File: src/hdl/modexp_pkg.sv
// Package for the modular exponentiation block: word types and sequencer states.
// Used by modular_exponentiation_top, modexp_checker and the testbench. No dependencies.
package modexp_pkg;

  localparam int FieldWidth = 32;

  typedef struct packed {
    logic [FieldWidth-1:0] base;
    logic [FieldWidth-1:0] exponent;
    logic [FieldWidth-1:0] modulus;
  } in_word_t;

  typedef struct packed {
    logic [FieldWidth-1:0] power_mod;
    logic                  bad_modulus;
  } out_word_t;

  typedef enum logic [2:0] {
    ST_IDLE,
    ST_REDUCE,
    ST_PICK,
    ST_MUL_ACC,
    ST_MUL_SQ
  } state_t;

endpackage

File: src/hdl/modexp_mulmod.sv
// Bit-serial modular multiplier: prod = (a * b) mod m, one bit of b per cycle, MSB first.
// Needs a < m and m != 0; b may be any value. Standalone, no package dependency.
module modexp_mulmod #(
  parameter int OPERAND_WIDTH = 32
) (
  input  logic                     clk,
  input  logic                     rst,
  input  logic                     go,
  input  logic [OPERAND_WIDTH-1:0] a,
  input  logic [OPERAND_WIDTH-1:0] b,
  input  logic [OPERAND_WIDTH-1:0] m,
  output logic                     fin,
  output logic [OPERAND_WIDTH-1:0] prod
);

  localparam int W  = OPERAND_WIDTH;
  localparam int CW = $clog2(W);

  logic          run;
  logic [CW-1:0] cnt;
  logic [W-1:0]  acc;
  logic [W-1:0]  aop;
  logic [W-1:0]  bsh;
  logic [W-1:0]  modv;

  logic [W+1:0] sum;
  logic [W+1:0] m1;
  logic [W+1:0] m2;
  logic [W-1:0] acc_next;

  // 2*acc + bit*a stays below 3m, so at most two subtractions of m fold it back
  always_comb begin
    sum = {1'b0, acc, 1'b0} + {2'b00, (bsh[W-1] ? aop : '0)};
    m1  = {2'b00, modv};
    m2  = {1'b0, modv, 1'b0};
    if (sum >= m2) begin
      acc_next = W'(sum - m2);
    end else if (sum >= m1) begin
      acc_next = W'(sum - m1);
    end else begin
      acc_next = W'(sum);
    end
  end

  always_ff @(posedge clk) begin
    if (rst) begin
      run <= 1'b0;
      fin <= 1'b0;
    end else begin
      fin <= 1'b0;
      if (go) begin
        run <= 1'b1;
      end else if (run && cnt == '0) begin
        run <= 1'b0;
        fin <= 1'b1;
      end
    end
  end

  always_ff @(posedge clk) begin
    if (go) begin
      acc  <= '0;
      aop  <= a;
      bsh  <= b;
      modv <= m;
      cnt  <= CW'(W - 1);
    end else if (run) begin
      acc <= acc_next;
      bsh <= {bsh[W-2:0], 1'b0};
      cnt <= cnt - CW'(1);
    end
  end

  assign prod = acc;

endmodule

File: src/hdl/modular_exponentiation_top.sv
// Modular exponentiation, right-to-left binary square-and-multiply.
// Zero modulus or zero exponent is answered from idle, with done high in the next cycle;
//   otherwise a reducing multiply, then one multiply per set exponent bit and one squaring per shift.
//   One word in flight; busy is high while the multiplies run and low again when done rises.
// Throughput is set by the single bit-serial modular multiplier (one multiplier bit per cycle);
//   the next word can be taken in the cycle that done is high.
// Reset (rst, synchronous, active high) returns the sequencer to idle and drops done.
module modular_exponentiation_top #(
  parameter int OPERAND_WIDTH = 32
) (
  input  logic                 clk,
  input  logic                 rst,
  input  logic                 start,
  output logic                 busy,
  input  modexp_pkg::in_word_t operands,
  output logic                 done,
  output modexp_pkg::out_word_t result
);

  localparam int W = OPERAND_WIDTH;

  modexp_pkg::state_t state;
  modexp_pkg::state_t state_next;

  // Operands reduced to the working width
  logic [W-1:0] in_base;
  logic [W-1:0] in_exp;
  logic [W-1:0] in_mod;
  logic [W-1:0] one_in;     // 1 mod modulus
  logic         accept;

  // Working registers
  logic [W-1:0] acc;        // running product
  logic [W-1:0] sq;         // running square base^(2^k)
  logic [W-1:0] expo;       // exponent bits still to scan
  logic [W-1:0] modv;

  // Multiplier hookup
  logic         mm_go;
  logic [W-1:0] mm_a;
  logic [W-1:0] mm_b;
  logic [W-1:0] mm_m;
  logic         mm_fin;
  logic [W-1:0] mm_prod;

  logic                  done_next;
  modexp_pkg::out_word_t result_next;

  assign in_base = W'(operands.base);
  assign in_exp  = W'(operands.exponent);
  assign in_mod  = W'(operands.modulus);
  assign one_in  = (in_mod == W'(1)) ? '0 : W'(1);
  assign accept  = start && !busy;
  assign busy    = (state != modexp_pkg::ST_IDLE);

  modexp_mulmod #(
    .OPERAND_WIDTH(W)
  ) u_mulmod (
    .clk  (clk),
    .rst  (rst),
    .go   (mm_go),
    .a    (mm_a),
    .b    (mm_b),
    .m    (mm_m),
    .fin  (mm_fin),
    .prod (mm_prod)
  );

  // Sequencer: first pass reduces base mod m (as (1 mod m) * base), then one
  // multiply per set exponent bit and one squaring per shift.
  always_comb begin
    state_next  = state;
    mm_go       = 1'b0;
    mm_a        = sq;
    mm_b        = sq;
    mm_m        = modv;
    done_next   = 1'b0;
    result_next = '{power_mod: '0, bad_modulus: 1'b0};
    unique case (state)
      modexp_pkg::ST_IDLE: begin
        if (accept) begin
          if (in_mod == '0) begin
            // zero modulus: flag it, result zero
            done_next   = 1'b1;
            result_next = '{power_mod: '0, bad_modulus: 1'b1};
          end else if (in_exp == '0) begin
            // x^0 is 1, not reduced (so 1 even for modulus 1)
            done_next   = 1'b1;
            result_next = '{power_mod: modexp_pkg::FieldWidth'(1), bad_modulus: 1'b0};
          end else begin
            mm_go      = 1'b1;
            mm_a       = one_in;
            mm_b       = in_base;
            mm_m       = in_mod;
            state_next = modexp_pkg::ST_REDUCE;
          end
        end
      end
      modexp_pkg::ST_PICK: begin
        if (expo == '0) begin
          done_next   = 1'b1;
          result_next = '{power_mod: modexp_pkg::FieldWidth'(acc), bad_modulus: 1'b0};
          state_next  = modexp_pkg::ST_IDLE;
        end else if (expo[0]) begin
          mm_go      = 1'b1;
          mm_a       = acc;
          mm_b       = sq;
          state_next = modexp_pkg::ST_MUL_ACC;
        end else begin
          mm_go      = 1'b1;
          state_next = modexp_pkg::ST_MUL_SQ;
        end
      end
      modexp_pkg::ST_REDUCE,
      modexp_pkg::ST_MUL_ACC,
      modexp_pkg::ST_MUL_SQ: begin
        if (mm_fin) begin
          state_next = modexp_pkg::ST_PICK;
        end
      end
      default: begin
        state_next = modexp_pkg::ST_IDLE;
      end
    endcase
  end

  always_ff @(posedge clk) begin
    if (rst) begin
      state <= modexp_pkg::ST_IDLE;
      done  <= 1'b0;
    end else begin
      state <= state_next;
      done  <= done_next;
    end
  end

  // Datapath registers, no reset needed
  always_ff @(posedge clk) begin
    if (done_next) begin
      result <= result_next;
    end
    case (state)
      modexp_pkg::ST_IDLE: begin
        if (accept) begin
          modv <= in_mod;
          expo <= in_exp;
          acc  <= one_in;
        end
      end
      modexp_pkg::ST_REDUCE: begin
        if (mm_fin) begin
          sq <= mm_prod;
        end
      end
      modexp_pkg::ST_MUL_ACC: begin
        if (mm_fin) begin
          acc     <= mm_prod;
          expo[0] <= 1'b0;  // bit consumed; a squaring follows unless expo is now zero
        end
      end
      modexp_pkg::ST_MUL_SQ: begin
        if (mm_fin) begin
          sq   <= mm_prod;
          expo <= expo >> 1;
        end
      end
      default: begin
      end
    endcase
  end

endmodule

File: config.mk
export PLATFORM = sky130hd
export DESIGN_NAME = modular_exponentiation_top
export DESIGN_NICKNAME = d
export VERILOG_FILES = /design/src/hdl/modexp_pkg.sv /design/src/hdl/modexp_mulmod.sv /design/src/hdl/modular_exponentiation_top.sv
export SDC_FILE = /design/constraint.sdc
export NUM_CORES = 1
export LEC_CHECK = 0
export ABC_AREA = 1
export BUFFER_PORTS_ARGS = -buffer_cell sky130_fd_sc_hd__buf_2
export CAP_MARGIN = 0
export CORE_ASPECT_RATIO = 0.8
export CORE_UTILIZATION = 30
export CTS_CLUSTER_DIAMETER = 50
export CTS_CLUSTER_SIZE = 12
export DETAILED_ROUTE_END_ITERATION = 6
export GPL_TIMING_DRIVEN = 0
export PLACE_DENSITY = 0.48
export SETUP_SLACK_MARGIN = 0.3
export SYNTH_ARGS = -nofsm -noshare
export SYNTH_HDL_FRONTEND = slang
export SYNTH_SLANG_ARGS = --single-unit
File: constraint.sdc
create_clock -name clk -period 4.5 [get_ports clk]
set_input_delay 0.675 -clock clk [delete_from_list [all_inputs] [get_ports clk]]
set_output_delay 0.675 -clock clk [all_outputs]
set_load 0.05 [all_outputs]
Word level (Yosys, flattened, before mapping)
Index checks and enable logic that the tools add are counted.
{"block": "word_totals", "reg_bits": 300, "input_bits": 99, "word_cells": 109}
{"block": "op_classes", "n_addsub": 4, "magnitude_cmp": 2, "eq_ne": 11, "n_mux": 53, "reduce_logical": 23}
{"cell": "32-bit two-way mux", "count": 22}
{"cell": "32-bit case mux with 2 select lines", "count": 2}
{"cell": "32-bit logical NOT", "count": 3}
{"cell": "33-bit case mux with 2 select lines", "count": 1}
{"cell": "32-bit subtractor", "count": 2}
{"cell": "31-bit case mux with 2 select lines", "count": 1}
{"cell": "33-bit by 32-bit adder with 34-bit output", "count": 1}
{"cell": "34-bit by 32-bit >= comparator with 1-bit output", "count": 1}
{"cell": "34-bit by 33-bit >= comparator with 1-bit output", "count": 1}
{"cell": "33-bit two-way mux", "count": 1}
{"cell": "32-bit by 1-bit == test with 1-bit output, second input constant", "count": 1}
{"cell": "3-bit two-way mux", "count": 6}
{"cell": "1-bit two-way mux", "count": 13}
{"cell": "3-bit case mux with 3 select lines", "count": 1}
{"cell": "4-bit AND reduction", "count": 2}
{"cell": "2-bit nonzero test", "count": 4}
{"cell": "3-bit by 2-bit == test with 1-bit output, second input constant", "count": 2}
{"cell": "2-bit two-way mux", "count": 3}
{"cell": "2-bit by 1-bit inequality test with 1-bit output, second input constant", "count": 3}
{"cell": "2-bit inequality test, second input constant", "count": 3}
{"cell": "3-bit AND reduction", "count": 2}
{"cell": "3-bit nonzero test", "count": 2}
{"cell": "5-bit logical NOT", "count": 1}
{"cell": "5-bit by 1-bit subtractor with 5-bit output, second input constant", "count": 1}
{"cell": "other kinds (10)", "count": 14}

Logic depth before layout (Yosys ltp)
Gate-level depths: netlist (run 1).
{"block": "logic_depth", "word_depth": 6, "depth_mapped": 34, "ltp_nobuf": 32}

By module
A second synthesis (run 1) with hierarchy kept.
{"block": "hier_totals", "cells_unflattened": 2742, "area_unflattened_um2": 20243.2}
{"mod": "modexp_mulmod", "n_inst": 1, "cells_each": 1801, "area_each_um2": 12001.5, "seq_area_each_um2": 3663.5}
{"mod": "modular_exponentiation_top", "n_inst": 1, "cells_each": 941, "area_each_um2": 8241.7, "seq_area_each_um2": 4914.7}

Worst setup path before layout (run 1)
Ideal clock, no wire load.
{"block": "synth_path", "path_kind": "reg-to-reg", "startpoint": "register u_mulmod.bsh[31]", "endpoint": "register u_mulmod.acc[0] (netlist: u_mulmod.prod[0])", "setup_time_ns": 0.162, "arrival_time_ns": 3.809, "required_ns": 4.338, "path_slack_ns": 0.529, "stages_incl_launch_ff": 31, "synth_period_minus_slack_ns": 3.971, "path_cell_list": "edfxtp_1 -> clkbuf_1 -> nand2_1 -> inv_1 -> ha_1 -> inv_1 -> fa_1 -> nand3b_1 -> nand2_2 -> nand2_1 -> nand2_1 -> nand2_1 -> nand2_2 -> nand2_1 -> nand2_1 -> nand2_1 -> nand2_1 -> inv_1 -> ha_1 -> a21o_1 -> nor2_1 -> nand2_1 -> a21oi_1 -> nand2_1 -> nand2_1 -> nand2_2 -> a21boi_4 -> buf_6 -> nand3_1 -> nand3_1 -> o21ai_0"}
{"block": "synth_between", "elab_chain_cells": 5, "word_cells_on_any_way": 8, "classes_between": "3 x add/sub; 2 x order compare; 3 x mux"}
{"item": "start: declaration", "line_no": "modexp_mulmod.sv:23", "rtl": "logic [W-1:0] bsh;"}
{"item": "start signal: assignment", "line_no": "modexp_mulmod.sv:69", "rtl": "bsh <= {bsh[W-2:0], 1'b0};"}
{"item": "32-bit two-way mux (*)", "line_no": "modexp_mulmod.sv:33", "rtl": "sum = {1'b0, acc, 1'b0} + {2'b00, (bsh[W-1] ? aop : '0)};"}
{"item": "33-bit by 32-bit adder with 34-bit output (*)", "line_no": "modexp_mulmod.sv:33"}
{"item": "32-bit subtractor or 34-bit by 32-bit >= comparator with 1-bit output (tied branches)", "line_no": "modexp_mulmod.sv:39, modexp_mulmod.sv:38"}
{"item": "32-bit two-way mux", "line_no": "modexp_mulmod.sv:38", "rtl": "end else if (sum >= m1) begin"}
{"item": "32-bit two-way mux (*)", "line_no": "modexp_mulmod.sv:36", "rtl": "if (sum >= m2) begin"}
{"item": "end signal: assignment", "line_no": "modexp_mulmod.sv:68", "rtl": "acc <= acc_next;"}
{"item": "end: declaration", "line_no": "modexp_mulmod.sv:21", "rtl": "logic [W-1:0] acc;"}
Mark *: on every way between the ends. The rest lies on a longest branch, timed or not.
A chain may end at the register's enable or synchronous reset.

Worst setup path after layout (run 1)
{"block": "layout_path", "startpoint": "register u_mulmod.bsh[31]", "endpoint": "register u_mulmod.acc[25] (netlist: u_mulmod.prod[25])"}
The elaborated chain is that of the path after synthesis.

==> flow_metrics.env, run 1 <==
export IMPL_status="completed"
export IMPL_path_max_fanout=6
export IMPL_clock_skew_ns=0.0400
export IMPL_nFillCells=6652
export IMPL_yosys_area_top_type_share=0.390
export IMPL_rsz0062_at_grt="true"
export IMPL_dp_hpwl_mm=62.7
export IMPL_m1WireLength_mm=38.7
export IMPL_path_buf_inv=7
export IMPL_via_per_inst=5.07
export IMPL_slew_violations=0
export IMPL_netlist_instances=2589
export IMPL_place_ws_ns=-1.18
export IMPL_cts_made_buffers=39
export IMPL_drive_gt1_frac=0.244
export IMPL_yosys_warnings=0
export IMPL_tightest_slew_ns=0.974
export IMPL_postRouteAntennaNets=0
export IMPL_r2r_slack_ns=0.13
export IMPL_slowest_delay_ns=0.48
export IMPL_drc=0
export IMPL_slowest_stage="edfxtp_1"
export IMPL_cts_tree="yes"
export IMPL_wl_met3_mm=6.52
export IMPL_setup_tns_final_ns=0
export IMPL_period_share=0.971
export IMPL_grt_pass1_vias=17800
export IMPL_whs_ns=0.292
export IMPL_grt_usage=0.231
export IMPL_portBuffers=133
export IMPL_core_area_um2=64700
export IMPL_max_slew_margin=0.348
export IMPL_yosysUniqueCellTypes=53
export IMPL_synth_net_count=2787
export IMPL_fin_nets=3043
export IMPL_antennaDiodeCount=0
export IMPL_criticalPathCategory="register to register"
export IMPL_period_needed_ns=4.37
export IMPL_area_growth_pct=30.4
export IMPL_drt_first_iter_violations=1706
export IMPL_synth_async_reset_ratio=0
export IMPL_required_ns=4.94
export IMPL_ios=134
export IMPL_startpoint_type="register"
export IMPL_die_height_um=232
export IMPL_drt_pass1_iter_count=6
export IMPL_ctsHoldBuffers=0
export IMPL_die_x_um=289
export IMPL_gp_congestion=0.953
export IMPL_final_setup_worst_slack_ns=0.129
export IMPL_die_area_um2=67000
export IMPL_final_cell_mix="nand2_1 (675), inv_1 (369), edfxtp_1 (257), nor2_1 (215), buf_2 (151)"
export IMPL_synth_area_um2=19800
export IMPL_final_common_cell="nand2_1"
export IMPL_ys_top_cells_by_area="edfxtp_1 (39%), nand2_1 (14%), inv_1 (7.5%)"
export IMPL_setup_viol_count_final=0
export IMPL_post_drt_wl_per_cell_um=21.1
export IMPL_clk_pin_slew_ns=0.06
export IMPL_h_tree_depth=2
export IMPL_synth_avg_cell_area_um2=7.64
export IMPL_maxCapViolCount=0
export IMPL_antenna_found_initial=4
export IMPL_cts_root_buffer="clkbuf_16"
export IMPL_cp_top_family="simple AND/OR/NAND/NOR gates"
export IMPL_endpoint_kind="register"
export IMPL_grt_pass1_wl_mm=114
export IMPL_cpMostUsedCell="nand2_4"
export IMPL_grt_max_degree=74
export IMPL_grt_ovfl_total=0
export IMPL_cts_path_max_buffers=3
export IMPL_clock_sinks=300
export IMPL_synth_seq_cells=300
export IMPL_holdCritPathClass="input pin to register"
export IMPL_synth_flop_cell="edfxtp_1"
export IMPL_synth_edf_count=257
export IMPL_max_freq_mhz=229
export IMPL_vias=18800
export IMPL_start_util=0.306
export IMPL_hold_viol_final=0
export IMPL_routed_wl_met2_mm=31.8
export IMPL_clock_latency_ns=0.58
export IMPL_highest_layer="met5"
export IMPL_std_cell_rows=83
export IMPL_synth_top_cell_by_area="edfxtp_1"
export IMPL_cp_arrival_ns=4.81
export IMPL_yosysSeqAreaShare=0.433
export IMPL_routed_wl_mm=78.4
## cells in the mapped netlist, types with 5 or more instances
cell type and n:
a21o_1 8, buf_2 19, nand4_1 51, nor2_1 249, nand2_1 753, xor2_1 34, inv_1 395, a31oi_1 32
dfxtp_1 43, a22oi_1 20, a21oi_1 153, nor3_1 20, a21oi_2 10, clkbuf_1 36, nand2_2 15, buf_6 7
nor4_1 13, nand3_2 5, nand3b_1 9, ha_1 96, inv_2 10, buf_4 7, or2_2 5, nand3_1 106
edfxtp_1 257, o21bai_1 20, o21ai_0 140, xnor2_1 23, a21boi_0 5
## cell families (layout without fill, tap and decap cells)
group                      count (synthesis)  in the layout  share of synthesized area
and+or+nand+nor                         1248           1250                      0.265
adders and majority gates                 99             99                     0.0637
AOI/OAI and AO/OA                        405            405                      0.116
buffers and inverters                    480            758                     0.0969
xor gates and xnor gates                  57             57                     0.0252
DFF                                      300            300                      0.433
## metrics by stage
step	area, um2	utilization	cells
2_1_floorplan	19800	-	2589
3_3_place_gp	21500	0.333	3572
3_5_place_dp	21600	0.334	3576
4_1_cts	25200	0.389	3699
5_1_grt	25800	0.399	3719
6_report	25800	0.399	3719
## metal layers
metal	track usage	vias up
met5	0	-
met4	0.0484	2
met3	0.0528	86
met2	0.323	677
met1	0.354	9064
li1	-	9011
## state kept, by name, indices dropped and copies added (netlist names)
register       cells
u_mulmod.fin       1
u_mulmod.bsh      32
u_mulmod.run       1
result            33
expo              32
done               1
modv              32
u_mulmod.prod     32
u_mulmod.aop      32
state              3
sq                32
u_mulmod.cnt       5
u_mulmod.modv     32
acc               32
## worst reg2reg max path: cells and delay by family (launching register included)
kind	cells	cell delay, ns
buffers and inverters	7	0.75
AND/OR/NAND/NOR	17	1.97
flip-flops	1	0.48
XOR/XNOR	1	0.23
adder cells (fa/ha/maj)	3	0.76
AO/OA/AOI/OAI	1	0.06
## path summary, 6_finish.rpt
path | endpoint | cells after the start | startpoint
setup / recovery | u_mulmod.prod[25] | 29 | u_mulmod.bsh[31]
hold / removal | modv[28] | 1 | operands[28]
setup reg to reg | u_mulmod.prod[25] | 29 | u_mulmod.bsh[31]
hold reg to reg | u_mulmod.cnt[2] | 2 | u_mulmod.cnt[2]
## area by class of cell
cell class / instances / area [um2] / share of cell area
well taps: 850 / 1060 / 0.0412
multi-input cells: 1811 / 11200 / 0.436
flip-flops and latches: 300 / 8580 / 0.332
inverters: 407 / 1540 / 0.0596
plain buffers: 73 / 495 / 0.0192
repair buffers: 213 / 1580 / 0.0613
clock buffers: 45 / 1010 / 0.0392
clock inverters: 20 / 297 / 0.0115
## repair_timing
action,in CTS,in global routing
endpoints found under the setup margin,33,32
gates cloned,9,2
buffers inserted,49,18
resized for setup,362,108
pin swaps,80,59
Power of run 1 is left out: the tool's default activity adds up to more than one toggle a clock period on the data nets, which glitch-free logic cannot reach.
==> run 2, diff against run 1 <==
Settings changed: BUFFER_PORTS_ARGS -buffer_cell sky130_fd_sc_hd__buf_2 to -buffer_cell sky130_fd_sc_hd__buf_4.
==> run 2 against run 1 <==
Net effect:
- fmax is 0.14% higher
- largest cell class unchanged
- routed wire length is 0.20% higher
- die area stayed put
- worst setup slack better by 0.0063 ns
- non-clock buffer count is 11 higher
- hold slack worse by 0.026 ns
- first-iteration DRC count is 2.9% lower
- final area is 2.7% higher
- via count is 0.17% higher
- sequential share of layout area is 0.88 points lower
- critical endpoint is now u_mulmod.prod[28]
- final cell count is 0.46% higher
==> flow_metrics.env, run 2 (synthesis gave the netlist of run 1 again) <==
export IMPL_max_slew_margin=0.325
export IMPL_whs_endpoint="modv[12]"
export IMPL_final_cell_mix="nand2_1 (648), inv_1 (362), edfxtp_1 (257), nor2_1 (211), buf_4 (209)"
export IMPL_required_ns=4.93
export IMPL_period_needed_ns=4.36
export IMPL_slowest_stage="edfxtp_1"
export IMPL_clock_latency_ns=0.59
export IMPL_clock_skew_ns=0.0549
export IMPL_path_max_fanout=5
export IMPL_hold_viol_final=0
export IMPL_status="completed"
export IMPL_die_x_um=289
export IMPL_drt_first_iter_violations=1656
export IMPL_ios=134
export IMPL_die_area_um2=67000
export IMPL_whs_ns=0.267
export IMPL_fin_nets=3055
export IMPL_vias=18900
export IMPL_path_cells="buf_8 > nand2_4 > inv_2 > ha_4 > inv_2 > fa_2 > nand3b_1 > nand2_4 > nand2_4 > nand2_8 > nand2_4 > nand2_8 > xor2_4 > inv_4 > ha_4 > nand2_2 > o21bai_2 > a21oi_1 > nand2_1 > nand4_1 > nand3_1 > nand2_1 > a21oi_2 > a21oi_2"
export IMPL_grt_ovfl_total=0
export IMPL_largest_reg_flops=33
export IMPL_antennaDiodeCount=0
export IMPL_cts_path_max_buffers=3
export IMPL_startpoint_type="register"
export IMPL_max_freq_mhz=229
export IMPL_dp_hpwl_mm=63.0
export IMPL_std_cell_rows=83
export IMPL_cts_root_buffer="clkbuf_16"
export IMPL_holdPathStages=1
export IMPL_via_per_inst=5.05
export IMPL_rsz0062_at_grt="true"
export IMPL_period_share=0.970
export IMPL_routed_wl_mm=78.6
export IMPL_path_buf_inv=4
export IMPL_gp_congestion=0.994
export IMPL_final_common_cell="nand2_1"
export IMPL_slew_violations=0
export IMPL_tightest_slew_ns=1.01
export IMPL_reg2reg_to="u_mulmod.prod[28]"
export IMPL_endpoint_kind="register"
export IMPL_clock_sinks=300
export IMPL_cts_tree="yes"
export IMPL_maxCapViolCount=0
export IMPL_grt_pass1_wl_mm=114
export IMPL_reg2regPathDepth=24
export IMPL_ctsHoldBuffers=0
export IMPL_cp_arrival_ns=4.80
export IMPL_place_inst=3576
export IMPL_postRouteAntennaNets=0
export IMPL_post_drt_wl_per_cell_um=21.0
export IMPL_drive_gt1_frac=0.256
export IMPL_criticalPathCategory="register to register"
export IMPL_cp_depth=24
export IMPL_core_area_um2=64700
export IMPL_holdCritPathClass="input pin to register"
export IMPL_place_ws_ns=-1.21
export IMPL_area_growth_pct=33.9
export IMPL_stdcell_count=3736
export IMPL_h_tree_depth=2
export IMPL_grt_max_degree=45
export IMPL_cp_top_family="simple AND/OR/NAND/NOR gates"
export IMPL_portBuffers=133
export IMPL_cpMostUsedCell="nand2_4"
export IMPL_grt_pass1_vias=17600
export IMPL_setup_viol_count_final=0
export IMPL_r2r_start="u_mulmod.bsh[31]"
export IMPL_final_core_util=0.410
export IMPL_clk_pin_slew_ns=0.06
export IMPL_drc=0
export IMPL_slowest_delay_ns=0.50
export IMPL_r2r_slack_ns=0.14
export IMPL_hp_start="operands[12]"
export IMPL_antenna_found_initial=1
export IMPL_top_register="result"
export IMPL_die_height_um=232
export IMPL_start_util=0.306
export IMPL_drt_pass1_iter_count=5
export IMPL_cts_made_buffers=41
export IMPL_final_setup_worst_slack_ns=0.135
export IMPL_grt_usage=0.230
-- run 2: changes by cell type in the layout (fill, tap and decap cells not counted), moves of 6 or more --
cell	previous run	this run
nand2_2	75	67
nand2_8	1	7
buf_2	151	18
inv_4	3	9
ha_4	46	56
a21oi_2	65	45
nand2_4	19	48
buf_12	16	9
nand2_1	675	648
a21oi_1	93	107
buf_4	59	209
a21oi_4	5	11
inv_1	369	362
ha_2	15	7
-- run 2: metal layers --
layer | GRT usage | part of all wire
met5 | 0 | 0
met1 | 0.369 | 0.52
met3 | 0.0326 | 0.063
met4 | 0.0372 | 0.013
met2 | 0.322 | 0.41
-- run 2: repair_timing --
action / 4_1_cts / 5_1_grt
pin swaps: 73 / 51
gates resized for setup: 372 / 181
buffers inserted: 66 / 16
cloned: 4 / 2
endpoints found under the setup margin: 32 / 40
-- run 2: worst reg2reg max path, delay by kind of cell (launching register included) --
kind                     cells  cell delay (ns)
AND/OR/NAND/NOR             12             1.60
adder cells (fa/ha/maj)      3             0.78
AO/OA/AOI/OAI                4             0.74
flip-flops                   1             0.50
buffers and inverters        4             0.38
XOR/XNOR                     1             0.22
-- run 2: metrics by stage --
step / setup TNS [ns] / instance area, um2
2_1_floorplan: 0 / 19800
3_3_place_gp: -100.16 / 21900
3_5_place_dp: -33.42 / 22000
4_1_cts: 0 / 25500
5_1_grt: -0.0593 / 26500
6_report: 0 / 26500
-- run 2: final cells by class --
class	count	area (um2)
clock inverters	23	210
multi-input cells	1810	11600
repair buffers	224	1900
inverters	407	1560
flip-flops and latches	300	8580
well taps	850	1060
clock buffers	49	1090
fillers	6662	38200
plain buffers	73	485
-- run 2: worst max path at each step --
stage / from / end / slack [ns]
floorplan: u_mulmod.bsh[31] / u_mulmod.prod[0] / 0.53
global placement: state[1] / acc[17] / -1.31
detailed placement: u_mulmod.bsh[31] / u_mulmod.prod[18] / -1.21
CTS: u_mulmod.bsh[31] / u_mulmod.prod[1] / 0.22
global route: u_mulmod.bsh[31] / u_mulmod.prod[29] / -0.02
finish: u_mulmod.bsh[31] / u_mulmod.prod[28] / 0.14
Power of run 2 is left out for the same reason.
==> run 3, diff against run 2 <==
Settings changed: CORE_MARGIN from default to 4.
==> run 3 against run 2 <==
Net effect:
- register-to-register slack better by 0.03 ns
- critical endpoint is now u_mulmod.prod[15]
- final cell count rose by 0.19%
- routed wire length grew 2.8%
- utilization is 1.1 points higher
- clock skew is 0.035 ns lower
==> flow_metrics.env, run 3 (synthesis gave the netlist of run 1 again) <==
export IMPL_status="completed"
export IMPL_tightest_slew_ns=0.981
export IMPL_clock_latency_ns=0.57
export IMPL_clock_skew_ns=0.0196
export IMPL_rsz0062_at_grt="true"
export IMPL_portBuffers=133
export IMPL_place_inst=3576
export IMPL_highest_layer="met5"
export IMPL_largest_reg_flops=33
export IMPL_whs_ns=0.294
export IMPL_die_x_um=295
export IMPL_grt_max_degree=48
export IMPL_stdcell_count=3743
export IMPL_cts_made_buffers=40
export IMPL_cp_arrival_ns=4.77
export IMPL_stdcell_area_um2=27200
export IMPL_vias=18800
export IMPL_ctsHoldBuffers=0
export IMPL_placed_cell_area_um2=22000
export IMPL_startpoint_type="register"
export IMPL_slew_violations=0
export IMPL_top_register="result"
export IMPL_required_ns=4.94
export IMPL_gp_congestion=1.05
export IMPL_cts_root_buffer="clkbuf_16"
export IMPL_clk_pin_slew_ns=0.06
export IMPL_routed_wl_mm=80.8
export IMPL_drc=0
export IMPL_m1WireLength_mm=39.9
export IMPL_final_cell_mix="nand2_1 (633), inv_1 (353), edfxtp_1 (257), buf_4 (213), nor2_1 (212)"
export IMPL_grt_pass1_wl_mm=116
export IMPL_slowest_delay_ns=0.49
export IMPL_final_common_cell="nand2_1"
export IMPL_period_share=0.963
export IMPL_setup_viol_count_final=0
export IMPL_drive_gt1_frac=0.282
export IMPL_routed_wl_met2_mm=33.1
export IMPL_final_setup_worst_slack_ns=0.168
export IMPL_antennaDiodeCount=0
export IMPL_grt_pass1_vias=18100
export IMPL_post_drt_wl_per_cell_um=21.6
export IMPL_ios=134
export IMPL_grt_ovfl_total=0
export IMPL_endpoint_kind="register"
export IMPL_maxCapViolCount=0
export IMPL_cpMostUsedCell="nand2_4"
export IMPL_period_needed_ns=4.33
export IMPL_die_area_um2=70200
export IMPL_max_slew_margin=0.344
export IMPL_slowest_stage="edfxtp_1"
export IMPL_drt_first_iter_violations=1506
export IMPL_clock_sinks=300
export IMPL_die_height_um=238
export IMPL_cts_path_max_buffers=3
export IMPL_cts_tree="yes"
export IMPL_postRouteAntennaNets=0
export IMPL_path_max_fanout=7
export IMPL_via_per_inst=5.03
export IMPL_h_tree_depth=2
export IMPL_core_area_um2=64700
export IMPL_antenna_found_initial=4
export IMPL_hold_viol_final=0
export IMPL_grt_usage=0.222
export IMPL_holdCritPathClass="input pin to register"
export IMPL_drt_pass1_iter_count=5
export IMPL_nFillCells=6551
export IMPL_wl_met3_mm=6.56
export IMPL_place_ws_ns=-1.20
export IMPL_start_util=0.306
export IMPL_std_cell_rows=83
export IMPL_fin_nets=3062
export IMPL_criticalPathCategory="register to register"
export IMPL_dp_hpwl_mm=64.0
export IMPL_area_growth_pct=37.5
export IMPL_max_freq_mhz=231
run 3: cell count changes in the layout (fill, tap and decap cells not counted), moves of 13 or more:
cell     before  now
nand2_1     648  633
ha_1         33   18
ha_4         56   76
a21oi_2      45   61
a21oi_1     107   94
nand3_1      76   63
run 3: metrics by stage:
stage	utilization	setup TNS, ns
finish	0.420	0
global route	0.420	0
CTS	0.399	0
detailed placement	0.340	-32.91
global placement	0.338	-92.89
floorplan	-	0
run 3: timing repair:
action	CTS	global route
pin swaps	96	121
buffers inserted	57	32
endpoints found under the setup margin	32	33
cloned	6	1
resized for setup	405	245
endpoints found under the hold margin	0	0
run 3: final cells by class:
class / instances / area (um2) / area share
Buffer: 73 / 489 / 0.0180
Clock inverter: 21 / 195 / 0.00718
Timing Repair Buffer: 232 / 2030 / 0.0747
Inverter: 407 / 1550 / 0.0571
Multi-Input combinational cell: 1810 / 12200 / 0.448
Tap cell: 850 / 1060 / 0.0391
Clock buffer: 50 / 1090 / 0.0401
Sequential cell: 300 / 8580 / 0.315
run 3: worst max-delay path, delay by kind of cell, from the launching register on:
| family | cells | cell delay [ns] |
|---|---|---|
| XOR/XNOR | 1 | 0.19 |
| adder cells (fa/ha/maj) | 3 | 0.77 |
| buffers and inverters | 7 | 0.81 |
| AO/OA/AOI/OAI | 1 | 0.05 |
| AND/OR/NAND/NOR | 17 | 1.88 |
| flip-flops | 1 | 0.49 |
run 3: path summary, 6_finish.rpt:
path / endpoint / slack (ns) / cells past startpoint / from
worst min-delay path: modv[15] / 0.29 / 1 / operands[15]
worst max register to register: u_mulmod.prod[15] / 0.17 / 29 / u_mulmod.bsh[31]
worst max-delay path: u_mulmod.prod[15] / 0.17 / 29 / u_mulmod.bsh[31]
worst min register to register: u_mulmod.cnt[4] / 0.49 / 1 / u_mulmod.cnt[4]
run 3: per-layer routing:
metal	up-vias	track usage
li1	9070	-
met1	9080	0.343
met2	611	0.317
met3	75	0.0517
met4	4	0.0360
met5	-	0.0108
Power of run 3 is left out for the same reason.
